==> src/rtl/core/dwva_pkg.sv <==
package dwva_pkg;

  localparam int NUM_WIN   = 3;
  localparam int SUM_W     = 28;
  localparam int COUNT_W   = 13;
  localparam int DEPTH_W   = 16;
  localparam int COORD_W   = 12;
  localparam int SIDE_W    = 7;
  localparam int AVG_W     = 16;
  localparam int CFG_IDX_W = 3;
  localparam int CFG_DATA_W = 12;
  localparam int QUEUE_DEPTH = 2;

  localparam logic [SIDE_W-1:0]  MAX_WINDOW_SIDE = 7'd64;
  localparam logic [SUM_W-1:0]   SUM_MAX   = {SUM_W{1'b1}};
  localparam logic [COUNT_W-1:0] COUNT_MAX = {COUNT_W{1'b1}};
  localparam logic [AVG_W-1:0]   AVG_MAX   = {AVG_W{1'b1}};

  // Register indexes on the configuration port.
  localparam logic [CFG_IDX_W-1:0] CFG_WINDOW_WIDTH  = 3'd0;
  localparam logic [CFG_IDX_W-1:0] CFG_WINDOW_HEIGHT = 3'd1;
  localparam logic [CFG_IDX_W-1:0] CFG_LEFT_COLUMN   = 3'd2;
  localparam logic [CFG_IDX_W-1:0] CFG_CENTER_COLUMN = 3'd3;
  localparam logic [CFG_IDX_W-1:0] CFG_RIGHT_COLUMN  = 3'd4;
  localparam logic [CFG_IDX_W-1:0] CFG_TOP_ROW       = 3'd5;

  typedef struct packed {
    logic [SIDE_W-1:0]  window_width;
    logic [SIDE_W-1:0]  window_height;
    logic [COORD_W-1:0] left_column;
    logic [COORD_W-1:0] center_column;
    logic [COORD_W-1:0] right_column;
    logic [COORD_W-1:0] top_row;
  } cfg_t;

  // Totals of one frame, handed from the accumulator to the divider.
  typedef struct packed {
    logic [NUM_WIN-1:0][SUM_W-1:0]   sums;
    logic [NUM_WIN-1:0][COUNT_W-1:0] counts;
  } snapshot_t;

  typedef enum logic [1:0] {
    BK_IDLE,
    BK_DIV,
    BK_OUT
  } bk_state_t;

endpackage

==> src/rtl/core/dwva_front.sv <==
module dwva_front (
  input  logic                        clk,
  input  logic                        rst,
  input  dwva_pkg::cfg_t              cfg,
  input  logic                        s_tvalid,
  output logic                        s_tready,
  input  logic [39:0]                 s_tdata,
  input  logic                        s_tlast,
  input  logic                        q_full,
  output logic                        q_push,
  output dwva_pkg::snapshot_t         q_wdata
);
  import dwva_pkg::*;

  logic [NUM_WIN-1:0][SUM_W-1:0]   sums, sums_next;
  logic [NUM_WIN-1:0][COUNT_W-1:0] counts, counts_next;
  logic [COORD_W-1:0] col, row;
  logic [DEPTH_W-1:0] depth;
  logic [SIDE_W-1:0]  w, h;
  logic [NUM_WIN-1:0][COORD_W-1:0] firsts;
  logic               row_hit;
  logic [NUM_WIN-1:0] hit;
  logic [SUM_W:0]     sum_wide;
  logic               accept;

  assign col   = s_tdata[11:0];
  assign row   = s_tdata[23:12];
  assign depth = s_tdata[39:24];

  assign s_tready = !q_full;
  assign accept   = s_tvalid && s_tready;

  assign w = (cfg.window_width  > MAX_WINDOW_SIDE) ? MAX_WINDOW_SIDE : cfg.window_width;
  assign h = (cfg.window_height > MAX_WINDOW_SIDE) ? MAX_WINDOW_SIDE : cfg.window_height;

  assign firsts[0] = cfg.left_column;
  assign firsts[1] = cfg.center_column;
  assign firsts[2] = cfg.right_column;

  // Spans are compared one bit wider so that a window near the edge does not wrap.
  assign row_hit = (row >= cfg.top_row) &&
                   ({1'b0, row} < ({1'b0, cfg.top_row} + {{(COORD_W-SIDE_W+1){1'b0}}, h}));

  always_comb begin
    sums_next   = sums;
    counts_next = counts;
    sum_wide    = '0;
    for (int k = 0; k < NUM_WIN; k++) begin
      hit[k] = (depth != '0) && row_hit && (col >= firsts[k]) &&
               ({1'b0, col} < ({1'b0, firsts[k]} + {{(COORD_W-SIDE_W+1){1'b0}}, w}));
      if (hit[k]) begin
        sum_wide = {1'b0, sums[k]} + {{(SUM_W-DEPTH_W+1){1'b0}}, depth};
        sums_next[k] = sum_wide[SUM_W] ? SUM_MAX : sum_wide[SUM_W-1:0];
        if (counts[k] != COUNT_MAX) begin
          counts_next[k] = counts[k] + 1'b1;
        end
      end
    end
  end

  assign q_push         = accept && s_tlast;
  assign q_wdata.sums   = sums_next;
  assign q_wdata.counts = counts_next;

  always_ff @(posedge clk) begin
    if (rst) begin
      sums   <= '0;
      counts <= '0;
    end else if (accept) begin
      if (s_tlast) begin
        sums   <= '0;
        counts <= '0;
      end else begin
        sums   <= sums_next;
        counts <= counts_next;
      end
    end
  end

endmodule

==> src/rtl/core/dwva_queue.sv <==
module dwva_queue (
  input  logic                clk,
  input  logic                rst,
  input  logic                push,
  input  dwva_pkg::snapshot_t wdata,
  input  logic                pop,
  output dwva_pkg::snapshot_t rdata,
  output logic                full,
  output logic                empty
);
  import dwva_pkg::*;

  localparam int PTR_W = $clog2(QUEUE_DEPTH);
  localparam int CNT_W = $clog2(QUEUE_DEPTH + 1);

  snapshot_t            entries [QUEUE_DEPTH];
  logic [PTR_W-1:0]     wr_ptr, rd_ptr;
  logic [CNT_W-1:0]     count;

  assign full  = (count == CNT_W'(QUEUE_DEPTH));
  assign empty = (count == '0);
  assign rdata = entries[rd_ptr];

  always_ff @(posedge clk) begin
    if (push) begin
      entries[wr_ptr] <= wdata;
    end
  end

  always_ff @(posedge clk) begin
    if (rst) begin
      wr_ptr <= '0;
      rd_ptr <= '0;
      count  <= '0;
    end else begin
      if (push) begin
        wr_ptr <= (wr_ptr == PTR_W'(QUEUE_DEPTH - 1)) ? '0 : wr_ptr + 1'b1;
      end
      if (pop) begin
        rd_ptr <= (rd_ptr == PTR_W'(QUEUE_DEPTH - 1)) ? '0 : rd_ptr + 1'b1;
      end
      if (push && !pop) begin
        count <= count + 1'b1;
      end else if (pop && !push) begin
        count <= count - 1'b1;
      end
    end
  end

endmodule

==> src/rtl/core/dwva_back.sv <==
module dwva_back (
  input  logic                clk,
  input  logic                rst,
  input  logic                q_empty,
  input  dwva_pkg::snapshot_t q_rdata,
  output logic                q_pop,
  output logic                m_tvalid,
  input  logic                m_tready,
  output logic [47:0]         m_tdata
);
  import dwva_pkg::*;

  bk_state_t              state, state_next;
  snapshot_t              snap;
  logic [SUM_W-1:0]       dvd;
  logic [COUNT_W-1:0]     rem;
  logic [4:0]             step;
  logic [1:0]             idx;
  logic [NUM_WIN-1:0][AVG_W-1:0] res;

  logic [COUNT_W-1:0]     divisor;
  logic [COUNT_W:0]       trial, diff;
  logic                   ge;
  logic [SUM_W-1:0]       quot;
  logic [AVG_W-1:0]       avg;
  logic                   last_step, last_win;

  assign divisor   = snap.counts[idx];
  assign trial     = {rem, dvd[SUM_W-1]};
  assign diff      = trial - {1'b0, divisor};
  assign ge        = (trial >= {1'b0, divisor});
  assign quot      = {dvd[SUM_W-2:0], ge};
  assign last_step = (step == 5'(SUM_W - 1));
  assign last_win  = (idx == 2'(NUM_WIN - 1));

  // An empty window divides by zero; it reads as zero by definition.
  always_comb begin
    if (divisor == '0) begin
      avg = '0;
    end else if (|quot[SUM_W-1:AVG_W]) begin
      avg = AVG_MAX;
    end else begin
      avg = quot[AVG_W-1:0];
    end
  end

  always_ff @(posedge clk) begin
    if (rst) begin
      state <= BK_IDLE;
    end else begin
      state <= state_next;
    end
  end

  always_comb begin
    state_next = state;
    q_pop      = 1'b0;
    m_tvalid   = 1'b0;
    unique case (state)
      BK_IDLE: begin
        if (!q_empty) begin
          q_pop      = 1'b1;
          state_next = BK_DIV;
        end
      end
      BK_DIV: begin
        if (last_step && last_win) begin
          state_next = BK_OUT;
        end
      end
      BK_OUT: begin
        m_tvalid = 1'b1;
        if (m_tready) begin
          state_next = BK_IDLE;
        end
      end
      default: state_next = BK_IDLE;
    endcase
  end

  always_ff @(posedge clk) begin
    if (state == BK_IDLE && !q_empty) begin
      snap <= q_rdata;
      dvd  <= q_rdata.sums[0];
      rem  <= '0;
      step <= '0;
      idx  <= '0;
    end else if (state == BK_DIV) begin
      if (last_step) begin
        res[idx] <= avg;
        if (!last_win) begin
          idx  <= idx + 1'b1;
          dvd  <= snap.sums[idx + 1'b1];
          rem  <= '0;
          step <= '0;
        end
      end else begin
        dvd  <= quot;
        rem  <= ge ? diff[COUNT_W-1:0] : trial[COUNT_W-1:0];
        step <= step + 1'b1;
      end
    end
  end

  assign m_tdata = {res[2], res[1], res[0]};

endmodule

==> src/rtl/core/depth_window_valid_average.sv <==
// Channel   Direction  Handshake          Payload
// s_*       in         s_tvalid/s_tready  s_tdata: column, row, depth; s_tlast: frame end
// m_*       out        m_tvalid/m_tready  m_tdata: left, center, right averages
// cfg_*     in         cfg_we             cfg_index, cfg_data
//
// Pixels are taken one per cycle; each is classified and accumulated in the cycle it arrives.
// On the frame's last pixel the totals go into a two-entry queue and the accumulators clear.
// The back end divides with one restoring divider, one quotient bit a cycle, window by window,
// and offers the three averages together once all windows are done.
// Pixel input stalls only while both queue entries hold frames not yet divided.
// Reset is synchronous; no clearing pass is needed.
module depth_window_valid_average (
  input  logic        clk,
  input  logic        rst,
  input  logic        s_tvalid,
  output logic        s_tready,
  input  logic [39:0] s_tdata,   // [11:0] pixel_column, [23:12] pixel_row, [39:24] pixel_depth
  input  logic        s_tlast,   // frame_end
  output logic        m_tvalid,
  input  logic        m_tready,
  output logic [47:0] m_tdata,   // [15:0] left_average, [31:16] center_average,
                                 // [47:32] right_average
  input  logic        cfg_we,
  input  logic [2:0]  cfg_index,
  input  logic [11:0] cfg_data
);
  import dwva_pkg::*;

  cfg_t      cfg;
  snapshot_t q_wdata, q_rdata;
  logic      q_push, q_pop, q_full, q_empty;

  always_ff @(posedge clk) begin
    if (rst) begin
      cfg.window_width  <= 7'd50;
      cfg.window_height <= 7'd50;
      cfg.left_column   <= 12'd10;
      cfg.center_column <= 12'd295;
      cfg.right_column  <= 12'd580;
      cfg.top_row       <= 12'd215;
    end else if (cfg_we) begin
      unique case (cfg_index)
        CFG_WINDOW_WIDTH:  cfg.window_width  <= cfg_data[SIDE_W-1:0];
        CFG_WINDOW_HEIGHT: cfg.window_height <= cfg_data[SIDE_W-1:0];
        CFG_LEFT_COLUMN:   cfg.left_column   <= cfg_data;
        CFG_CENTER_COLUMN: cfg.center_column <= cfg_data;
        CFG_RIGHT_COLUMN:  cfg.right_column  <= cfg_data;
        CFG_TOP_ROW:       cfg.top_row       <= cfg_data;
        default: ;
      endcase
    end
  end

  dwva_front u_front (
    .clk      (clk),
    .rst      (rst),
    .cfg      (cfg),
    .s_tvalid (s_tvalid),
    .s_tready (s_tready),
    .s_tdata  (s_tdata),
    .s_tlast  (s_tlast),
    .q_full   (q_full),
    .q_push   (q_push),
    .q_wdata  (q_wdata)
  );

  dwva_queue u_queue (
    .clk   (clk),
    .rst   (rst),
    .push  (q_push),
    .wdata (q_wdata),
    .pop   (q_pop),
    .rdata (q_rdata),
    .full  (q_full),
    .empty (q_empty)
  );

  dwva_back u_back (
    .clk      (clk),
    .rst      (rst),
    .q_empty  (q_empty),
    .q_rdata  (q_rdata),
    .q_pop    (q_pop),
    .m_tvalid (m_tvalid),
    .m_tready (m_tready),
    .m_tdata  (m_tdata)
  );

  // A frame's totals must never be pushed onto a full queue.
  a_no_overflow: assert property (@(posedge clk) disable iff (rst)
    q_push |-> !q_full) else $error("frame totals pushed onto a full queue");

  a_no_underflow: assert property (@(posedge clk) disable iff (rst)
    q_pop |-> !q_empty) else $error("queue popped while empty");

  // Accepting a frame end leaves at least one frame waiting for the divider.
  a_frame_queued: assert property (@(posedge clk) disable iff (rst)
    (s_tvalid && s_tready && s_tlast) |=> !q_empty)
    else $error("accepted frame end did not reach the queue");

endmodule
==> config.mk <==
export PLATFORM = sky130hd
export DESIGN_NAME = depth_window_valid_average
export DESIGN_NICKNAME = d
export VERILOG_FILES = /design/src/rtl/core/dwva_pkg.sv /design/src/rtl/core/dwva_front.sv /design/src/rtl/core/dwva_queue.sv /design/src/rtl/core/dwva_back.sv /design/src/rtl/core/depth_window_valid_average.sv
export SDC_FILE = /design/constraint.sdc
export NUM_CORES = 1
export LEC_CHECK = 0
export BUFFER_PORTS_ARGS = -buffer_cell sky130_fd_sc_hd__buf_4
export CORE_ASPECT_RATIO = 0.75
export CORE_MARGIN = 2
export CORE_UTILIZATION = 45
export DETAILED_ROUTE_END_ITERATION = 12
export GPL_ROUTABILITY_DRIVEN = 0
export SYNTH_ARGS = -nofsm -noshare
export SYNTH_HDL_FRONTEND = slang
export SYNTH_SLANG_ARGS = --single-unit
==> constraint.sdc <==
create_clock -name clk -period 9.1 [get_ports clk]
set_clock_uncertainty 0.2 [all_clocks]
set_input_delay 0 -clock clk [delete_from_list [all_inputs] [get_ports clk]]
set_output_delay 0 -clock clk [all_outputs]
set_load 0.05 [all_outputs]
==> results of run 1 <==
-- worst reg2reg max path, stage by stage, from the launching register on --
cell	delay [ps]
sky130_fd_sc_hd__dfxtp_1	710
sky130_fd_sc_hd__inv_1	700
sky130_fd_sc_hd__nor2_1	820
sky130_fd_sc_hd__nand2_1	110
sky130_fd_sc_hd__o21ai_0	130
sky130_fd_sc_hd__ha_1	210
sky130_fd_sc_hd__inv_1	50
sky130_fd_sc_hd__fa_1	400
sky130_fd_sc_hd__a21o_1	210
sky130_fd_sc_hd__a21o_1	200
sky130_fd_sc_hd__a2111oi_0	430
sky130_fd_sc_hd__nor2_1	130
sky130_fd_sc_hd__o41ai_1	490
sky130_fd_sc_hd__a31oi_2	560
sky130_fd_sc_hd__o21ai_0	350
sky130_fd_sc_hd__nand2_1	90
-- layout by cell type (no fill, tap or decap), drive strengths merged, types with 8 or more instances in the layout --
cell type and count:
a211oi 20, a21o 60, a21oi 193, a221oi 9
a22o 28, a31oi 71, a41oi 8, and2 13
and3 29, buf 140, bufinv 9, clkbuf 91
clkinv 18, dfxtp 212, dlygate4sd3 54, edfxtp 445
fa 8, ha 189, inv 111, mux2 140
mux2i 64, nand2 342, nand2b 21, nand3 74
nand4 34, nor2 195, nor2b 31, nor3 59
nor4 19, o211ai 58, o21a 50, o21ai 163
o21bai 14, o2bb2ai 16, o31ai 19, or3 11
or4 14, xnor2 82, xor2 40
-- logic make-up (layout without fill, tap and decap cells) --
| family | count (synthesis) | after routing | share of synthesized area |
|---|---|---|---|
| flip-flops | 657 | 657 | 0.527 |
| XOR/XNOR | 122 | 122 | 0.0320 |
| adder cells (fa/ha/maj) | 197 | 197 | 0.0756 |
| multiplexers | 204 | 204 | 0.0664 |
| buffers and inverters | 242 | 427 | 0.0274 |
| AND/OR/NAND/NOR | 866 | 866 | 0.120 |
| AO/OA/AOI/OAI | 781 | 781 | 0.152 |
-- per-stage QoR --
stage / total power, mW / setup slack (ps) / hold slack (ps) / std cells / cell area (um^2)
after floorplan: 5.27 / 1570 / -76.0 / 3069 / 33400
after global placement: 5.90 / 3220 / 80.8 / 4041 / 35200
after detailed placement: 5.94 / 3040 / 84.0 / 4041 / 35200
after CTS: 8.92 / 2980 / 10.5 / 4222 / 38100
after global routing: 9.26 / 2490 / 23.0 / 4222 / 38100
final: 8.87 / 3040 / 35.1 / 4222 / 38100
-- sequential cells by signal, indices dropped and copies added (netlist names), named ones only --
register	flops
cfg	62
u_back.dvd	28
u_back.idx	2
u_back.m_tdata	48
u_back.rem	13
u_back.snap	123
u_back.state	2
u_back.step	5
u_front.counts	39
u_front.sums	84
u_queue.count	2
u_queue.entries	246
u_queue.rd_ptr	1
u_queue.wr_ptr	1
-- where the power goes --
group | internal (mW) | total, mW | switching [mW]
Combinational | 0.639 | 1.87 | 1.24
Sequential | 3.81 | 4.05 | 0.239
Clock | 1.73 | 2.95 | 1.22
-- routing by layer --
layer  up-vias  track usage  routed length, um  part of all wire
li1      11700            -                  -                 -
met1     12300        0.376              45200              0.48
met2      1004        0.338              37700              0.40
met3       150       0.0523               8360             0.089
met4         0       0.0648               2140             0.023
met5         -            0                  0                 0
-- area by class of cell --
class | instances | share of cell area
Inverter | 106 | 0.0106
Clock inverter | 36 | 0.0127
Timing Repair Buffer | 194 | 0.0418
Clock buffer | 91 | 0.0493
Tap cell | 968 | 0.0318
Multi-Input combinational cell | 2170 | 0.392
Sequential cell | 657 | 0.462
-- what timing repair did --
item / CTS / global route
resized for setup: 0 / 0
hold buffers: 54 / 0
hold endpoints to repair: 173 / 0
-- worst max path at each step --
| stage | start | end | slack [ps] |
|---|---|---|---|
| after floorplan | u_queue.count[0]$_SDFFE_PP0P_ | u_queue.entries[0][0]$_DFFE_PP_ | 1570 |
| after global placement | cfg[61]$_SDFFE_PP0P_ | u_queue.entries[0][116]$_DFFE_PP_ | 3220 |
| after detailed placement | u_back.idx[0]$_SDFFE_PP0P_ | u_back.dvd[0]$_DFFE_PP_ | 3040 |
| after CTS | u_back.idx[0]$_SDFFE_PP0P_ | u_back.dvd[0]$_DFFE_PP_ | 2980 |
| after global routing | u_back.idx[0]$_SDFFE_PP0P_ | u_back.dvd[0]$_DFFE_PP_ | 2490 |
| final | u_back.idx[0]$_SDFFE_PP0P_ | u_back.dvd[0]$_DFFE_PP_ | 3040 |
==> qor.json, run 1 <==
{
  "worst_setup_path": {
    "critical-path-max-stage-delay_ps": 820,
    "r2r_slack_ps": 3040,
    "setup.worst_path.start_class": "register",
    "data_required_time_at_the_worst_endpoint_ps": 9270,
    "worst_flop_to_flop_path_startpoint": "u_back.idx[0]$_SDFFE_PP0P_",
    "path_delay_family": "compound AO/OA/AOI/OAI gates",
    "critPathMaxFanout": 31,
    "reg2reg_end": "u_back.dvd[0]$_DFFE_PP_",
    "reg2regPathDepth": 15,
    "crit_chain": "inv_1 > nor2_1 > nand2_1 > o21ai_0 > ha_1 > inv_1 > fa_1 > a21o_1 > a21o_1 > a2111oi_0 > nor2_1 > o41ai_1 > a31oi_2 > o21ai_0 > nand2_1",
    "cp_data_arrival_time_ps": 6230,
    "timing.critical_path.buf_inv": 2,
    "endpoint_type_of_the_worst_setup_path": "register",
    "critPathKind": "reg2reg",
    "crit_cells": 15,
    "timing.critical_path.slowest_stage_cell": "sky130_fd_sc_hd__nor2_1"
  },
  "floorplanning": {
    "floorplan.die.width_um": 319,
    "core_area_um2": 73500,
    "core.rowCount": 86,
    "start_util": 0.455,
    "die_height_um": 240,
    "io_pins": 111,
    "design.die.area_um2": 76500
  },
  "layout": {
    "multi_input_area_um2": 14900,
    "utilization": 0.519,
    "regArea_um2": 17600,
    "area.growth.synth_to_final_pct": 14.1,
    "drive_gt1_frac": 0.128,
    "diodes": 0,
    "final_net_count": 3456,
    "fillCellCount": 6408
  },
  "min_path": {
    "hold_path_class": "in2reg",
    "start_point_of_the_worst_hold_path": "cfg_data[3]",
    "worst_hold_path.num_cells": 4,
    "end_point_of_the_most_critical_hold_path": "cfg[15]$_SDFFE_PP0P_"
  },
  "yosys": {
    "yosys_warnings": 0,
    "largest_cells_by_area_after_synthesis": "sky130_fd_sc_hd__edfxtp_1 (40%), sky130_fd_sc_hd__dfxtp_1 (13%), sky130_fd_sc_hd__ha_1 (7.1%)",
    "synthDistinctLibCells": 79,
    "syn_inst": 3069,
    "post_synth_top_cells": "sky130_fd_sc_hd__edfxtp_1 (445), sky130_fd_sc_hd__nand2_1 (342), sky130_fd_sc_hd__dfxtp_1 (212)",
    "postSynthNetCount": 3327,
    "post_synthesis_instance_area_um2": 33400,
    "synth.avg_cell_area_um2": 10.9,
    "synth_enable_flop_cells": 445,
    "synth-async-reset-ratio": 0,
    "area_share_of_the_largest_cell_type_after_synthesis": 0.400,
    "yosys.area.top_type": "sky130_fd_sc_hd__edfxtp_1",
    "yosys_register_bits": 657,
    "postSynth.topFlopCell": "sky130_fd_sc_hd__edfxtp_1",
    "synth.most_common_cell": "sky130_fd_sc_hd__edfxtp_1",
    "synth_seq_area_share": 0.527
  },
  "global_routing": {
    "vias_in_the_first_global_route": 23800,
    "grt_start_max_net_pins": 127,
    "grt_remaining_overflow": 0,
    "grt.total_usage": 0.242,
    "grt_first_pass_wirelength_um": 143000,
    "grt_antenna_before_repair": 5
  },
  "timing": {
    "max_slew.worst_pin.slew_ps": 1330,
    "final-max-slew-violation-count": 0,
    "tns_ps": 0,
    "final_hold_viol_count": 0,
    "post-route-min-period_ps": 6060,
    "max_clock_freq_mhz": 165,
    "min_period_over_period": 0.666,
    "timing.final.setup_violations": 0,
    "grt_setup_unrepaired": "no",
    "slew_headroom": 0.115
  },
  "power": {
    "p_leak_nw": 13.9,
    "ir_worst_vdd_uv": 177,
    "power_per_cell_area_nw_per_um2": 233
  },
  "status": {
    "status": "finished, final reports clean"
  },
  "drt": {
    "detail_route.first_pass.iterations": 5,
    "drt_iter0_drc": 2572,
    "antenna_violating_nets_post_route": 0,
    "drt_drc_violations_left": 0,
    "routed_via_density": 5.96,
    "num_vias": 25200,
    "avgRoutedWirePerCell_um": 22.1,
    "totalWireLength_um": 93400
  },
  "cts": {
    "cts_root_buf": "sky130_fd_sc_hd__clkbuf_16",
    "clock_buffers_created_by_tritoncts": 69,
    "h_tree_level_count": 3,
    "cts.sink_count": 657,
    "clock_insertion_delay_worst_skew_ps": 630,
    "post-cts-setup-buffers": 0,
    "cts_buffer_depth": 3,
    "tritoncts_clock_tree": "built",
    "clk_pin_slew_worst_paths_ps": 60
  },
  "run": {
    "maxCapViolations": 0
  },
  "placement": {
    "buffer_ports.inserted": 110,
    "dp.final_hpwl_um": 65000
  }
}
Power figures use the tool's default switching activity.
==> run 2: changes to the inputs <==
==> constraint.sdc (replaced) <==
create_clock -name clk -period 5.9 [get_ports clk]
set_clock_uncertainty 0.2 [all_clocks]
set_input_delay 0 -clock clk [delete_from_list [all_inputs] [get_ports clk]]
set_output_delay 0 -clock clk [all_outputs]
set_load 0.05 [all_outputs]
==> run 2 against run 1 <==
Hold slack gained 3.1 ps. Largest cell class unchanged. Fmax up 11%. Sequential share of layout area is 0.23 points lower. Critical path depth rose by 4. Register-to-register slack lost 2600 ps. Non-clock buffer count up 20. Global-route usage fell by 0.10 points. Wire length is 0.39% lower. Sequential cell count unchanged. Worst setup slack worse by 2600 ps. Combinational power increased by 52%. First-iteration DRC count decreased by 2.5%. Highest routed layer unchanged.
==> qor.json, run 2 (same netlist as run 1, synthesis figures left out) <==
{
  "cts": {
    "cts_root_buf": "sky130_fd_sc_hd__clkbuf_16",
    "clk_pin_slew_worst_paths": {"value": 60, "unit": "ps", "change": "about the same"},
    "clock_insertion_delay_worst_skew": {"value": 630, "unit": "ps", "change": "about the same"},
    "tritoncts_clock_tree": "built",
    "cts.sink_count": {"value": 657, "change": "unchanged"},
    "cts_buffer_depth": {"value": 3, "change": "unchanged"},
    "clock_buffers_created_by_tritoncts": {"value": 69, "change": "unchanged"},
    "h_tree_level_count": {"value": 3, "change": "unchanged"},
    "post-cts-setup-buffers": {"value": 0, "change": "unchanged"}
  },
  "layout": {
    "top_register_by_number_of_flip_flops": "u_queue.entries",
    "fillCellCount": {"value": 6377, "change": "-0.48%"},
    "largest_register_ffs": {"value": 246, "change": "unchanged"},
    "area.growth.synth_to_final_pct": 14.7,
    "drive_gt1_frac": {"value": 0.136, "change": "+0.00746"},
    "regArea": {"value": 17600, "unit": "um^2", "change": "unchanged"},
    "final_common_cell": "sky130_fd_sc_hd__edfxtp_1",
    "diodes": {"value": 0, "change": "unchanged"},
    "final_cell_mix": "sky130_fd_sc_hd__edfxtp_1 (445), sky130_fd_sc_hd__nand2_1 (341), sky130_fd_sc_hd__dfxtp_1 (211)",
    "layout_top_registers": "u_queue.entries: 246 flops, u_back.snap: 123 flops, u_front.sums: 84 flops",
    "final_net_count": {"value": 3476, "change": "+0.58%"},
    "multi_input_area": {"value": 14900, "unit": "um^2", "change": "about the same"}
  },
  "timing": {
    "timing.final.setup_violations": {"value": 0, "change": "unchanged"},
    "fin_worst_hold_slack": {"value": 38.2, "unit": "ps", "change": "+3.05 ps"},
    "max_clock_freq": {"value": 183, "unit": "MHz", "change": "+11%"},
    "slew_headroom": {"value": 0.168, "change": "+0.0535"},
    "tns": {"value": 0, "unit": "ps", "change": "unchanged"},
    "min_period_over_period": {"value": 0.925, "change": "+0.258"},
    "final_hold_viol_count": {"value": 0, "change": "unchanged"},
    "max_slew.worst_pin.slew": {"value": 1240, "unit": "ps", "change": "-80.1 ps"},
    "grt_setup_unrepaired": "no",
    "final-max-slew-violation-count": {"value": 0, "change": "unchanged"},
    "post-route-min-period": {"value": 5460, "unit": "ps", "change": "-607 ps"}
  },
  "floorplanning": {
    "die_height": {"value": 240, "unit": "um", "change": "unchanged"},
    "io_pins": {"value": 111, "change": "unchanged"},
    "start_util": {"value": 0.455, "change": "unchanged"},
    "core_area": {"value": 73500, "unit": "um^2", "change": "unchanged"},
    "floorplan.die.width": {"value": 319, "unit": "um", "change": "unchanged"},
    "core.rowCount": {"value": 86, "change": "unchanged"},
    "design.die.area": {"value": 76500, "unit": "um^2", "change": "unchanged"}
  },
  "worst_setup_path": {
    "endpoint_type_of_the_worst_setup_path": "register",
    "critPathMaxFanout": {"value": 11, "change": "-65%"},
    "critPathKind": "reg2reg",
    "data_required_time_at_the_worst_endpoint": {"value": 6110, "unit": "ps", "change": "-3160 ps"},
    "cp_data_arrival_time": {"value": 5660, "unit": "ps", "change": "-570 ps"},
    "setup.worst_path.start_class": "register"
  },
  "global_routing": {
    "grt.total_usage": {"value": 0.241, "change": "-0.00104"},
    "grt_first_pass_wirelength": {"value": 142000, "unit": "um", "change": "-0.48%"},
    "grt_remaining_overflow": {"value": 0, "change": "unchanged"},
    "vias_in_the_first_global_route": {"value": 23900, "change": "+0.62%"},
    "grt_antenna_before_repair": {"value": 8, "change": "+3"},
    "grt_start_max_net_pins": {"value": 124, "change": "-2.4%"}
  },
  "placement": {
    "dp.final_hpwl": {"value": 64800, "unit": "um", "change": "-0.33%"},
    "buffer_ports.inserted": {"value": 110, "change": "unchanged"}
  },
  "power": {
    "power_per_cell_area": {"value": 358, "unit": "nW/um^2", "change": "+54%"},
    "p_leak": {"value": 14.0, "unit": "nW", "change": "+0.81%"},
    "power.internal": {"value": 9.55, "unit": "mW", "change": "+54%"},
    "p_clk_frac": {"value": 0.332, "change": "about the same"},
    "power_switching_share": {"value": 0.304, "change": "+0.000833"},
    "power.combinational.fraction": {"value": 0.207, "change": "-0.004"},
    "ir_worst_vdd": {"value": 233, "unit": "uV", "change": "+31%"},
    "power.sequential.fraction": {"value": 0.461, "change": "+0.005"},
    "switchingPower": {"value": 4.17, "unit": "mW", "change": "+55%"}
  },
  "drt": {
    "antenna_violating_nets_post_route": {"value": 0, "change": "unchanged"},
    "num_vias": {"value": 25100, "change": "-0.40%"},
    "avgRoutedWirePerCell": {"value": 21.9, "unit": "um", "change": "-0.86%"},
    "routed_via_density": {"value": 5.91, "change": "-0.87%"},
    "totalWireLength": {"value": 93100, "unit": "um", "change": "-0.39%"},
    "drt_iter0_drc": {"value": 2508, "change": "-2.5%"},
    "drt_drc_violations_left": {"value": 0, "change": "unchanged"},
    "detail_route.first_pass.iterations": {"value": 5, "change": "unchanged"}
  },
  "min_path": {
    "hold_path_class": "in2reg"
  },
  "run": {
    "maxCapViolations": {"value": 0, "change": "unchanged"}
  },
  "status": {
    "status": "finished, final reports clean"
  }
}
==> run 2: cell count changes in the layout (fill, tap and decap cells not counted), moves of 2 or more <==
cell	previous run	this run
sky130_fd_sc_hd__clkinv_2	5	11
sky130_fd_sc_hd__clkinv_1	9	5
sky130_fd_sc_hd__buf_12	0	3
sky130_fd_sc_hd__inv_6	6	4
sky130_fd_sc_hd__buf_4	140	156
==> run 2: final cells by class <==
class / instances / area share
clock inverters: 35 / 0.0119
well taps: 968 / 0.0316
flip-flops and latches: 657 / 0.460
inverters: 106 / 0.0105
multi-input cells: 2170 / 0.390
repair buffers: 214 / 0.0465
clock buffers: 92 / 0.0498
==> run 2: metal layers <==
layer,GRT usage,wire [um],vias up
li1,-,-,11800
met2,0.348,38100,983
met5,0,0,-
met1,0.366,45000,12200
met4,0.0549,1640,0
met3,0.0546,8310,114
==> run 2: critical path, stage by stage (launching register included) <==
cell and delay [ps]:
sky130_fd_sc_hd__dfxtp_1 400, sky130_fd_sc_hd__nor2b_1 150, sky130_fd_sc_hd__ha_1 170, sky130_fd_sc_hd__inv_1 50, sky130_fd_sc_hd__fa_1 400, sky130_fd_sc_hd__nor2b_1 170, sky130_fd_sc_hd__o31a_1 220, sky130_fd_sc_hd__o211ai_1 170
sky130_fd_sc_hd__a2111oi_0 540, sky130_fd_sc_hd__xnor2_1 190, sky130_fd_sc_hd__ha_1 280, sky130_fd_sc_hd__a21o_1 170, sky130_fd_sc_hd__a21oi_1 200, sky130_fd_sc_hd__o21ai_0 110, sky130_fd_sc_hd__a21oi_1 230, sky130_fd_sc_hd__o211a_2 480
sky130_fd_sc_hd__buf_4 200, sky130_fd_sc_hd__nand3_1 330, sky130_fd_sc_hd__nor2_1 240, sky130_fd_sc_hd__xor2_1 310
==> run 2: repair_timing <==
action | CTS | global route
hold buffers | 55 | 0
hold endpoints to repair | 170 | 0
endpoints found under the setup margin | 0 | 28
resized for setup | 0 | 3
==> run 2: metrics by stage <==
| step | instances | utilization | setup WS (ps) | cell area [um^2] | power, mW |
|---|---|---|---|---|---|
| after floorplan | 3069 | - | 441 | 33400 | 8.13 |
| after global placement | 4060 | 0.481 | 647 | 35400 | 9.14 |
| after detailed placement | 4060 | 0.481 | 345 | 35400 | 9.20 |
| after CTS | 4242 | 0.521 | 286 | 38300 | 13.8 |
| after global routing | 4242 | 0.521 | 24.3 | 38300 | 14.3 |
| final | 4242 | 0.521 | 444 | 38300 | 13.7 |
==> run 2: power by group through the flow <==
stage               registers, mW  clock network [mW]  logic [mW]
floorplan                    6.18                   0        1.94
global placement             6.41                   0        2.73
detailed placement           6.42                   0        2.79
CTS                          6.33                4.63        2.83
global route                 6.39                4.82        3.11
finish                       6.33                4.55        2.84
==> run 2: path summary, 6_finish.rpt <==
path,from,to,slack [ps],cells past startpoint
setup reg to reg,cfg[54]$_SDFFE_PP0P_,u_queue.entries[0][11]$_DFFE_PP_,440,19
setup / recovery,cfg[54]$_SDFFE_PP0P_,u_queue.entries[0][11]$_DFFE_PP_,440,19
hold reg to reg,cfg[23]$_SDFFE_PP0P_,cfg[23]$_SDFFE_PP0P_,260,2
hold / removal,m_tready,u_back.state[1]$_SDFFE_PP0P_,40,4
